### config.mk
export PLATFORM = sky130hd
export DESIGN_NAME = display_list_coprocessor_flat
export DESIGN_NICKNAME = d
export VERILOG_FILES = /design/src/dlc_pkg.sv /design/src/dlc_req_if.sv /design/src/dlc_rsp_if.sv /design/src/dlc_csr.sv /design/src/dlc_exec.sv /design/src/display_list_coprocessor.sv /design/src/flat_wrapper.sv
export SDC_FILE = /design/constraint.sdc
export NUM_CORES = 1
export LEC_CHECK = 0
export BUFFER_PORTS_ARGS = -buffer_cell sky130_fd_sc_hd__buf_2
export CAP_MARGIN = 20
export CORE_ASPECT_RATIO = 1.75
export CORE_MARGIN = 3
export CORE_UTILIZATION = 52
export DETAILED_ROUTE_END_ITERATION = 7
export PLACE_DENSITY = 0.84
export SKIP_LAST_GASP = 1
export SYNTH_ARGS = -nofsm -noshare
export SYNTH_HDL_FRONTEND = slang
export SYNTH_HIERARCHICAL = 1
export SYNTH_SLANG_ARGS = --single-unit
### constraint.sdc
create_clock -name clock -period 4.49 [get_ports clock]
set_clock_uncertainty 0.05 [all_clocks]
set_input_delay 0.449 -clock clock [delete_from_list [all_inputs] [get_ports clock]]
set_output_delay 0.449 -clock clock [all_outputs]
set_load 0.02 [all_outputs]
### src/dlc_pkg.sv
package dlc_pkg;

   // Item opcodes.
   localparam logic [1:0] OP_SLOT    = 2'd0;
   localparam logic [1:0] OP_JUMP1   = 2'd1;
   localparam logic [1:0] OP_JUMP2   = 2'd2;
   localparam logic [1:0] OP_CONTROL = 2'd3;

   // Configuration register indexes.
   localparam logic [1:0] CSR_FIRST_LOC  = 2'd0;
   localparam logic [1:0] CSR_SECOND_LOC = 2'd1;
   localparam logic [1:0] CSR_DANGER     = 2'd2;

   localparam logic [20:0] ADDR_MASK       = 21'h1FFFFE;
   localparam logic [8:0]  DANGER_LIMIT    = 9'h080;
   localparam logic [8:0]  REG_DMA_CONTROL = 9'h096;
   localparam int          DMA_MASTER_BIT  = 9;
   localparam int          DMA_COPPER_BIT  = 7;
   localparam int          SET_BIT         = 15;

   typedef struct packed {
      logic [1:0]  op;
      logic [15:0] first_word;
      logic [15:0] second_word;
      logic [8:0]  scan_line;
      logic [7:0]  beam_clock;
      logic        blitter_busy;
      logic [15:0] control_value;
   } item_type;

   typedef struct packed {
      logic        write_valid;
      logic [8:0]  write_register;
      logic [15:0] write_value;
      logic [20:0] fetch_address;
      logic        copper_active;
      logic [10:0] dma_control;
   } result_type;

   typedef struct packed {
      logic [20:0] list_address;
      logic        running;
      logic [10:0] dma_bits;
   } state_type;

   typedef struct packed {
      logic [20:0] first_list_location;
      logic [20:0] second_list_location;
      logic        danger_enable;
   } cfg_type;

endpackage

### src/dlc_req_if.sv
interface dlc_req_if;
   logic        valid;
   logic        ready;
   logic [1:0]  op;
   logic [15:0] first_word;
   logic [15:0] second_word;
   logic [8:0]  scan_line;
   logic [7:0]  beam_clock;
   logic        blitter_busy;
   logic [15:0] control_value;

   modport source (output valid, op, first_word, second_word, scan_line, beam_clock,
                   blitter_busy, control_value, input ready);
   modport sink (input valid, op, first_word, second_word, scan_line, beam_clock,
                 blitter_busy, control_value, output ready);
endinterface

### src/dlc_rsp_if.sv
interface dlc_rsp_if;
   logic        valid;
   logic        ready;
   logic        write_valid;
   logic [8:0]  write_register;
   logic [15:0] write_value;
   logic [20:0] fetch_address;
   logic        copper_active;
   logic [10:0] dma_control;

   modport source (output valid, write_valid, write_register, write_value, fetch_address,
                   copper_active, dma_control, input ready);
   modport sink (input valid, write_valid, write_register, write_value, fetch_address,
                 copper_active, dma_control, output ready);
endinterface

### src/dlc_csr.sv
module dlc_csr (
   input  logic              clock,
   input  logic              reset,
   input  logic              psel,
   input  logic              penable,
   input  logic              pwrite,
   input  logic [3:0]        paddr,
   input  logic [31:0]       pwdata,
   output logic [31:0]       prdata,
   output logic              pready,
   output dlc_pkg::cfg_type  cfg
);

   logic [20:0] first_loc_ff;
   logic [20:0] second_loc_ff;
   logic        danger_ff;
   logic        wr_en;
   logic [1:0]  index;

   assign pready = 1'b1;
   assign wr_en  = psel & penable & pwrite;
   assign index  = paddr[3:2];

   // Register writes complete in the access phase.
   always_ff @(posedge clock) begin
      if (reset) begin
         first_loc_ff  <= '0;
         second_loc_ff <= '0;
         danger_ff     <= 1'b0;
      end else if (wr_en) begin
         case (index)
            dlc_pkg::CSR_FIRST_LOC:  first_loc_ff  <= pwdata[20:0];
            dlc_pkg::CSR_SECOND_LOC: second_loc_ff <= pwdata[20:0];
            dlc_pkg::CSR_DANGER:     danger_ff     <= pwdata[0];
            default: ;
         endcase
      end
   end

   // Read back.
   always_comb begin
      case (index)
         dlc_pkg::CSR_FIRST_LOC:  prdata = {11'd0, first_loc_ff};
         dlc_pkg::CSR_SECOND_LOC: prdata = {11'd0, second_loc_ff};
         dlc_pkg::CSR_DANGER:     prdata = {31'd0, danger_ff};
         default:                 prdata = '0;
      endcase
   end

   assign cfg.first_list_location  = first_loc_ff;
   assign cfg.second_list_location = second_loc_ff;
   assign cfg.danger_enable        = danger_ff;

endmodule

### src/dlc_exec.sv
module dlc_exec (
   input  dlc_pkg::item_type   item,
   input  dlc_pkg::state_type  state,
   input  dlc_pkg::cfg_type    cfg,
   output dlc_pkg::state_type  state_next,
   output dlc_pkg::result_type result
);

   logic [20:0] first_addr;
   logic [20:0] second_addr;
   logic        dma_on;
   logic        is_move;
   logic [8:0]  move_reg;
   logic        move_pass;
   logic [15:0] ctrl_word;
   logic        ctrl_apply;
   logic [10:0] ctrl_dma;
   logic        ctrl_on;
   logic [20:0] ctrl_addr;
   logic        ctrl_running;
   logic [7:0]  vmask;
   logic [6:0]  hmask;
   logic [7:0]  vbeam;
   logic [7:0]  vtarget;
   logic [6:0]  hbeam;
   logic [6:0]  htarget;
   logic        past;
   logic        skip;
   logic [20:0] addr_plus4;
   logic [20:0] addr_plus8;

   assign first_addr  = cfg.first_list_location & dlc_pkg::ADDR_MASK;
   assign second_addr = cfg.second_list_location & dlc_pkg::ADDR_MASK;
   assign dma_on      = state.dma_bits[dlc_pkg::DMA_MASTER_BIT]
                      & state.dma_bits[dlc_pkg::DMA_COPPER_BIT];

   // MOVE decode and the danger filter.
   assign is_move   = ~item.first_word[0];
   assign move_reg  = {item.first_word[8:1], 1'b0};
   assign move_pass = ~((move_reg < dlc_pkg::DANGER_LIMIT) & ~cfg.danger_enable);

   // A DMA control write comes from the processor or from a MOVE to its offset.
   assign ctrl_word  = (item.op == dlc_pkg::OP_CONTROL) ? item.control_value
                                                        : item.second_word;
   assign ctrl_apply = (item.op == dlc_pkg::OP_CONTROL)
                     | (state.running & dma_on & is_move & move_pass
                        & (move_reg == dlc_pkg::REG_DMA_CONTROL));

   always_comb begin
      if (ctrl_word[dlc_pkg::SET_BIT]) begin
         ctrl_dma = state.dma_bits | ctrl_word[10:0];
      end else begin
         ctrl_dma = state.dma_bits & ~ctrl_word[10:0];
      end
      ctrl_on = ctrl_dma[dlc_pkg::DMA_MASTER_BIT] & ctrl_dma[dlc_pkg::DMA_COPPER_BIT];
      ctrl_addr    = state.list_address;
      ctrl_running = state.running;
      if (ctrl_on && !state.running) begin
         ctrl_addr    = first_addr;
         ctrl_running = 1'b1;
      end else if (!ctrl_on) begin
         ctrl_running = 1'b0;
      end
   end

   // Masked beam compare for WAIT and SKIP; the vertical mask top bit is forced.
   assign vmask   = {1'b1, item.second_word[14:8]};
   assign hmask   = item.second_word[7:1];
   assign vbeam   = item.scan_line[7:0] & vmask;
   assign vtarget = item.first_word[15:8] & vmask;
   assign hbeam   = item.beam_clock[6:0] & hmask;
   assign htarget = item.first_word[7:1] & hmask;
   assign past    = (vbeam > vtarget || (vbeam == vtarget && hbeam >= htarget))
                  && (item.second_word[dlc_pkg::SET_BIT] || !item.blitter_busy);
   assign skip    = item.second_word[0];

   assign addr_plus4 = (state.list_address + 21'd4) & dlc_pkg::ADDR_MASK;
   assign addr_plus8 = (state.list_address + 21'd8) & dlc_pkg::ADDR_MASK;

   // Next state and the emitted register write.
   always_comb begin
      state_next            = state;
      result.write_valid    = 1'b0;
      result.write_register = '0;
      result.write_value    = '0;
      case (item.op)
         dlc_pkg::OP_SLOT: begin
            if (!(state.running && dma_on)) begin
               state_next.running = 1'b0;
            end else if (is_move) begin
               if (move_pass) begin
                  result.write_valid    = 1'b1;
                  result.write_register = move_reg;
                  result.write_value    = item.second_word;
               end
               if (ctrl_apply) begin
                  state_next.dma_bits     = ctrl_dma;
                  state_next.running      = ctrl_running;
                  state_next.list_address = (ctrl_addr + 21'd4) & dlc_pkg::ADDR_MASK;
               end else begin
                  state_next.list_address = addr_plus4;
               end
            end else if (skip) begin
               state_next.list_address = past ? addr_plus8 : addr_plus4;
            end else if (past) begin
               state_next.list_address = addr_plus4;
            end
         end
         dlc_pkg::OP_JUMP1: begin
            state_next.list_address = first_addr;
            state_next.running      = dma_on;
         end
         dlc_pkg::OP_JUMP2: begin
            state_next.list_address = second_addr;
            state_next.running      = dma_on;
         end
         default: begin
            state_next.dma_bits     = ctrl_dma;
            state_next.running      = ctrl_running;
            state_next.list_address = ctrl_addr;
         end
      endcase
      result.fetch_address = state_next.list_address;
      result.copper_active = state_next.running;
      result.dma_control   = state_next.dma_bits;
   end

endmodule

### src/display_list_coprocessor.sv
// Display list coprocessor. Each request transfer carries one event (copper slot, jump to
// list one or two, or a processor DMA control write) and produces exactly one response.
// The block takes one request per clock while req.ready is high: the event is decoded and
// applied to the list address, running flag and DMA control bits combinationally, and the
// response is registered in a two-entry output buffer (output register plus skid register)
// that lets requests keep flowing while a response waits to be taken; req.ready drops only
// when both entries are full. Configuration registers are written through the APB port and
// should be changed only while no responses are outstanding.
module display_list_coprocessor (
   input  logic        clock,
   input  logic        reset,
   dlc_req_if.sink     req_bus,
   dlc_rsp_if.source   rsp_bus,
   input  logic        psel,
   input  logic        penable,
   input  logic        pwrite,
   input  logic [3:0]  paddr,
   input  logic [31:0] pwdata,
   output logic [31:0] prdata,
   output logic        pready
);

   dlc_pkg::cfg_type    cfg;
   dlc_pkg::item_type   item;
   dlc_pkg::state_type  state_ff;
   dlc_pkg::state_type  state_in;
   dlc_pkg::result_type result;
   dlc_pkg::result_type out_ff;
   dlc_pkg::result_type skid_ff;
   logic                out_valid_ff;
   logic                skid_valid_ff;
   logic                accept;
   logic                take;

   dlc_csr u_csr (
      .clock   (clock),
      .reset   (reset),
      .psel    (psel),
      .penable (penable),
      .pwrite  (pwrite),
      .paddr   (paddr),
      .pwdata  (pwdata),
      .prdata  (prdata),
      .pready  (pready),
      .cfg     (cfg)
   );

   assign item.op            = req_bus.op;
   assign item.first_word    = req_bus.first_word;
   assign item.second_word   = req_bus.second_word;
   assign item.scan_line     = req_bus.scan_line;
   assign item.beam_clock    = req_bus.beam_clock;
   assign item.blitter_busy  = req_bus.blitter_busy;
   assign item.control_value = req_bus.control_value;

   dlc_exec u_exec (
      .item       (item),
      .state      (state_ff),
      .cfg        (cfg),
      .state_next (state_in),
      .result     (result)
   );

   assign req_bus.ready = ~skid_valid_ff;
   assign accept        = req_bus.valid & ~skid_valid_ff;
   assign take          = out_valid_ff & rsp_bus.ready;

   // Architectural state advances on every request transfer.
   always_ff @(posedge clock) begin
      if (reset) begin
         state_ff <= '0;
      end else if (accept) begin
         state_ff <= state_in;
      end
   end

   // Output register with a skid entry behind it.
   always_ff @(posedge clock) begin
      if (reset) begin
         out_valid_ff  <= 1'b0;
         skid_valid_ff <= 1'b0;
      end else if (skid_valid_ff) begin
         if (take) begin
            out_ff        <= skid_ff;
            skid_valid_ff <= 1'b0;
         end
      end else if (accept) begin
         if (out_valid_ff && !take) begin
            skid_ff       <= result;
            skid_valid_ff <= 1'b1;
         end else begin
            out_ff       <= result;
            out_valid_ff <= 1'b1;
         end
      end else if (take) begin
         out_valid_ff <= 1'b0;
      end
   end

   assign rsp_bus.valid          = out_valid_ff;
   assign rsp_bus.write_valid    = out_ff.write_valid;
   assign rsp_bus.write_register = out_ff.write_register;
   assign rsp_bus.write_value    = out_ff.write_value;
   assign rsp_bus.fetch_address  = out_ff.fetch_address;
   assign rsp_bus.copper_active  = out_ff.copper_active;
   assign rsp_bus.dma_control    = out_ff.dma_control;

   // The skid entry is only occupied behind a full output register.
   assert property (@(posedge clock) disable iff (reset)
      skid_valid_ff |-> out_valid_ff)
      else $error("skid entry holds a response while the output register is empty");

   // The copper can only be running while master and copper DMA are both enabled.
   assert property (@(posedge clock) disable iff (reset)
      state_ff.running |-> (state_ff.dma_bits[dlc_pkg::DMA_MASTER_BIT]
                            && state_ff.dma_bits[dlc_pkg::DMA_COPPER_BIT]))
      else $error("copper running with its DMA disabled");

   // The list address stays even.
   assert property (@(posedge clock) disable iff (reset)
      !state_ff.list_address[0])
      else $error("list address became odd");

   // A response without a register write carries zero write fields.
   assert property (@(posedge clock) disable iff (reset)
      (rsp_bus.valid && !rsp_bus.write_valid) |->
         (rsp_bus.write_register == 9'd0 && rsp_bus.write_value == 16'd0))
      else $error("write fields not cleared on a response without a write");

endmodule
### src/flat_wrapper.sv
// flat-port wrapper written by rule: the top's interface ports become plain ports
module display_list_coprocessor_flat 
  (clock, reset, psel, penable, pwrite, paddr, pwdata, prdata, pready, req_bus_valid, req_bus_op, req_bus_first_word, req_bus_second_word, req_bus_scan_line, req_bus_beam_clock, req_bus_blitter_busy, req_bus_control_value, req_bus_ready, rsp_bus_valid, rsp_bus_write_valid, rsp_bus_write_register, rsp_bus_write_value, rsp_bus_fetch_address, rsp_bus_copper_active, rsp_bus_dma_control, rsp_bus_ready);
  dlc_req_if req_bus_i ();
  dlc_rsp_if rsp_bus_i ();
  input  logic clock;
  input  logic reset;
  input  logic psel;
  input  logic penable;
  input  logic pwrite;
  input  logic [3:0] paddr;
  input  logic [31:0] pwdata;
  output logic [31:0] prdata;
  output logic pready;
  input wire logic [$bits(req_bus_i.valid)-1:0] req_bus_valid;
  input wire logic [$bits(req_bus_i.op)-1:0] req_bus_op;
  input wire logic [$bits(req_bus_i.first_word)-1:0] req_bus_first_word;
  input wire logic [$bits(req_bus_i.second_word)-1:0] req_bus_second_word;
  input wire logic [$bits(req_bus_i.scan_line)-1:0] req_bus_scan_line;
  input wire logic [$bits(req_bus_i.beam_clock)-1:0] req_bus_beam_clock;
  input wire logic [$bits(req_bus_i.blitter_busy)-1:0] req_bus_blitter_busy;
  input wire logic [$bits(req_bus_i.control_value)-1:0] req_bus_control_value;
  output wire logic [$bits(req_bus_i.ready)-1:0] req_bus_ready;
  output wire logic [$bits(rsp_bus_i.valid)-1:0] rsp_bus_valid;
  output wire logic [$bits(rsp_bus_i.write_valid)-1:0] rsp_bus_write_valid;
  output wire logic [$bits(rsp_bus_i.write_register)-1:0] rsp_bus_write_register;
  output wire logic [$bits(rsp_bus_i.write_value)-1:0] rsp_bus_write_value;
  output wire logic [$bits(rsp_bus_i.fetch_address)-1:0] rsp_bus_fetch_address;
  output wire logic [$bits(rsp_bus_i.copper_active)-1:0] rsp_bus_copper_active;
  output wire logic [$bits(rsp_bus_i.dma_control)-1:0] rsp_bus_dma_control;
  input wire logic [$bits(rsp_bus_i.ready)-1:0] rsp_bus_ready;
  assign req_bus_i.valid = req_bus_valid;
  assign req_bus_i.op = req_bus_op;
  assign req_bus_i.first_word = req_bus_first_word;
  assign req_bus_i.second_word = req_bus_second_word;
  assign req_bus_i.scan_line = req_bus_scan_line;
  assign req_bus_i.beam_clock = req_bus_beam_clock;
  assign req_bus_i.blitter_busy = req_bus_blitter_busy;
  assign req_bus_i.control_value = req_bus_control_value;
  assign req_bus_ready = req_bus_i.ready;
  assign rsp_bus_valid = rsp_bus_i.valid;
  assign rsp_bus_write_valid = rsp_bus_i.write_valid;
  assign rsp_bus_write_register = rsp_bus_i.write_register;
  assign rsp_bus_write_value = rsp_bus_i.write_value;
  assign rsp_bus_fetch_address = rsp_bus_i.fetch_address;
  assign rsp_bus_copper_active = rsp_bus_i.copper_active;
  assign rsp_bus_dma_control = rsp_bus_i.dma_control;
  assign rsp_bus_i.ready = rsp_bus_ready;
  display_list_coprocessor u_core (.clock(clock), .reset(reset), .req_bus(req_bus_i), .rsp_bus(rsp_bus_i), .psel(psel), .penable(penable), .pwrite(pwrite), .paddr(paddr), .pwdata(pwdata), .prdata(prdata), .pready(pready));
endmodule
==> reports/metrics.cfg <==
[outcome]
outcome=finished clean

[placed_design]
dp_hpwl_um=24390
finalWeightedCongestion=0.9848
port_buffers=173
placed_cells_incl_taps=1633

[worst_setup_path]
endpoint_kind=flip-flop
cpPeakStageDelay_ps=490
rr_worst_depth=13
cp_data_arrival_time_ps=4270
cp-start-kind=flip-flop
cp_slowest_cell=dfxtp_1
path_common_cell=mux2_2
crit_family=multiplexers
cp_data_required_time_ps=4640
crit_path_max_fanout=8
path_cells=mux2i_1 -> mux2_4 -> nor3_2 -> mux2_2 -> ha_1 -> nand3_1 -> nor3_1 -> mux2_2 -> o21ai_0 -> nand2b_1 -> a31o_2 -> o21a_1 -> mux2_2
cp.depth=13
critPathKind=flip-flop to flip-flop
timing.critical_path.buf_inv=0

[clock_network]
clockRootBuffer=clkbuf_16
worstSkewPairLatency_ps=460
cts_buffers=17
cts_max_path_buffers=2
postCtsSetupRepairBufs=0
hold_buffers=0
cts_tree=built
htreeDepth=4
cts_resized=0
clock-sinks=196
clkTransAtPathRegs_ps=70

[detailed_routing]
wirelength_um=34430
postRouteAntennaNets=0
routed_via_density=6.163
drc=0
drt-initial-drc-count=1105
wl_per_cell_um=20.68
num_vias=10260
first_pass_iters=7

[job]
maxCapViolCount=0

[global_routing]
grt_max_degree=125
met2_usage=0.4408
grt_util_met3=0.05052
antenna_found_initial=0
overflow=0
grt.busiest_layer=met2
grt_pass1_vias=9831
met1_usage=0.3082
gr-usage-all-layers=0.2620
grt_pass1_wl_um=53070

[power]
p_leak_uw=0.005190
irDropWorstVdd_uv=257.0
p_per_area_mw_per_mm2=300.6

[sta]
setup_viol=0
tightest_slew_ps=936.5
max_freq_mhz=242.8
holdWs_ps=204.4
final-max-slew-violation-count=0
rsz0062_at_grt=no
post-route-period-util=0.9171
min_period_ps=4118
finalHoldViolCount=0
slew_headroom=0.3757
setup_tns_ps=0

[logic_synthesis]
yosysTopAreaCellShare=0.2822
yosysMostFrequentCell=edfxtp_1
synth_cell_types=89
synthArstFlopShare=0
synth_common_cells=edfxtp_1 (118), mux2i_1 (106), nand2b_1 (104), nand2_1 (91), dfxtp_1 (78)
yosysWarningCount=6
synth.area.top_cells=edfxtp_1 (28%), dfxtp_1 (12%), mux2i_1 (8.4%)
yosysTopAreaCell=edfxtp_1
synth_edf_count=118
synth.avg_cell_area_sq_um=10.02
yosys_register_bits=196
yosysSeqAreaShare=0.4065
synth_ff_type=edfxtp_1
synth_cells=1253
netlist_area_sq_mm=0.01256

[final_layout]
antenna_cells=0
drive_above_1_share=0.2425
area_delta_synth_final_pct=10.63
instances_no_fill=1665
nets=1482

[floorplan]
die_x_um=123.5
core-area_sq_mm=0.02352
ios=205
die_area_sq_mm=0.02612
initial_core_util=0.5339
num_rows=74
die_h_um=211.6

[hold_path]
whs_path_depth=2
hp-class=input port to flip-flop

## kinds of logic (layout without fill, tap and decap cells)
logic type / count (synthesis) / count (layout) / synth area share
buffers and inverters: 153 / 251 / 0.07224
flip-flops: 196 / 196 / 0.4065
multiplexers: 176 / 176 / 0.1496
AND/OR/NAND/NOR: 446 / 446 / 0.2042
other: 3 / 13 / 0.0008967
XOR/XNOR: 23 / 23 / 0.01604
adder cells (fa/ha/maj): 25 / 25 / 0.02451
AO/OA/AOI/OAI: 231 / 231 / 0.1260
## power by group
group          leakage, uW  internal (uW)  switching, uW
Combinational      0.00322            243            365
Sequential         0.00168           1970           44.9
Clock             0.000290            835            718
## worst paths after layout
check	start	end	slack [ps]
worst max-delay path	u_core/state_ff[7]$_SDFFE_PP0P_	u_core/rsp_bus.fetch_address[16]$_DFFE_PP_	370
worst min-delay path	rsp_bus_ready	u_core/skid_valid_ff$_SDFF_PP0_	200
worst max register to register	u_core/state_ff[7]$_SDFFE_PP0P_	u_core/rsp_bus.fetch_address[16]$_DFFE_PP_	370
worst min register to register	u_core/u_csr/first_loc_ff[0]$_SDFFE_PP0P_	u_core/u_csr/first_loc_ff[0]$_SDFFE_PP0P_	430
## metal layers
metal,share of wire,wire length (um),vias up
met5,0,0,-
met4,0.057,1958,0
met3,0.069,2366,132
met2,0.50,17050,497
met1,0.38,13060,4889
li1,-,-,4744
## registers in the layout, summed over array words and instances (netlist names), 9 cells and up
| register | count |
|---|---|
| u_core/rsp_bus.fetch_address | 21 |
| u_core/rsp_bus.write_register | 9 |
| u_core/rsp_bus.write_value | 16 |
| u_core/rsp_bus.dma_control | 11 |
| u_core/skid_ff | 59 |
| u_core/state_ff | 33 |
| u_core/u_csr/first_loc_ff | 21 |
| u_core/u_csr/second_loc_ff | 21 |
## through the flow
stage	setup slack (ps)	area, sq um	total power [uW]	util
2_1_floorplan	42.00	12610	2490	-
3_3_place_gp	150.0	13300	2640	0.5653
3_5_place_dp	95.16	13300	2655	0.5653
4_1_cts	461.8	13890	4214	0.5907
5_1_grt	140.6	13890	4340	0.5907
6_report	372.2	13890	4176	0.5907
## cell type report
| type | instances | area, sq um |
|---|---|---|
| clock buffers | 17 | 425.4 |
| inverters | 13 | 48.80 |
| fillers | 2059 | 9625 |
| clock inverters | 15 | 171.4 |
| flip-flops and latches | 196 | 5109 |
| multi-input cells | 914 | 6619 |
| well taps | 304 | 380.4 |
| repair buffers | 206 | 1139 |
## layout by cell type, fill, tap and decap left out, types with 31 or more instances in the layout
master,count
a21oi_1,37
and2_1,39
buf_2,173
buf_4,31
dfxtp_1,77
edfxtp_1,118
mux2_2,65
mux2i_1,106
nand2_1,91
nand2b_1,104
nand4bb_1,33
nor2_1,72
o21ai_0,70
(Power assumes the default switching activity.)
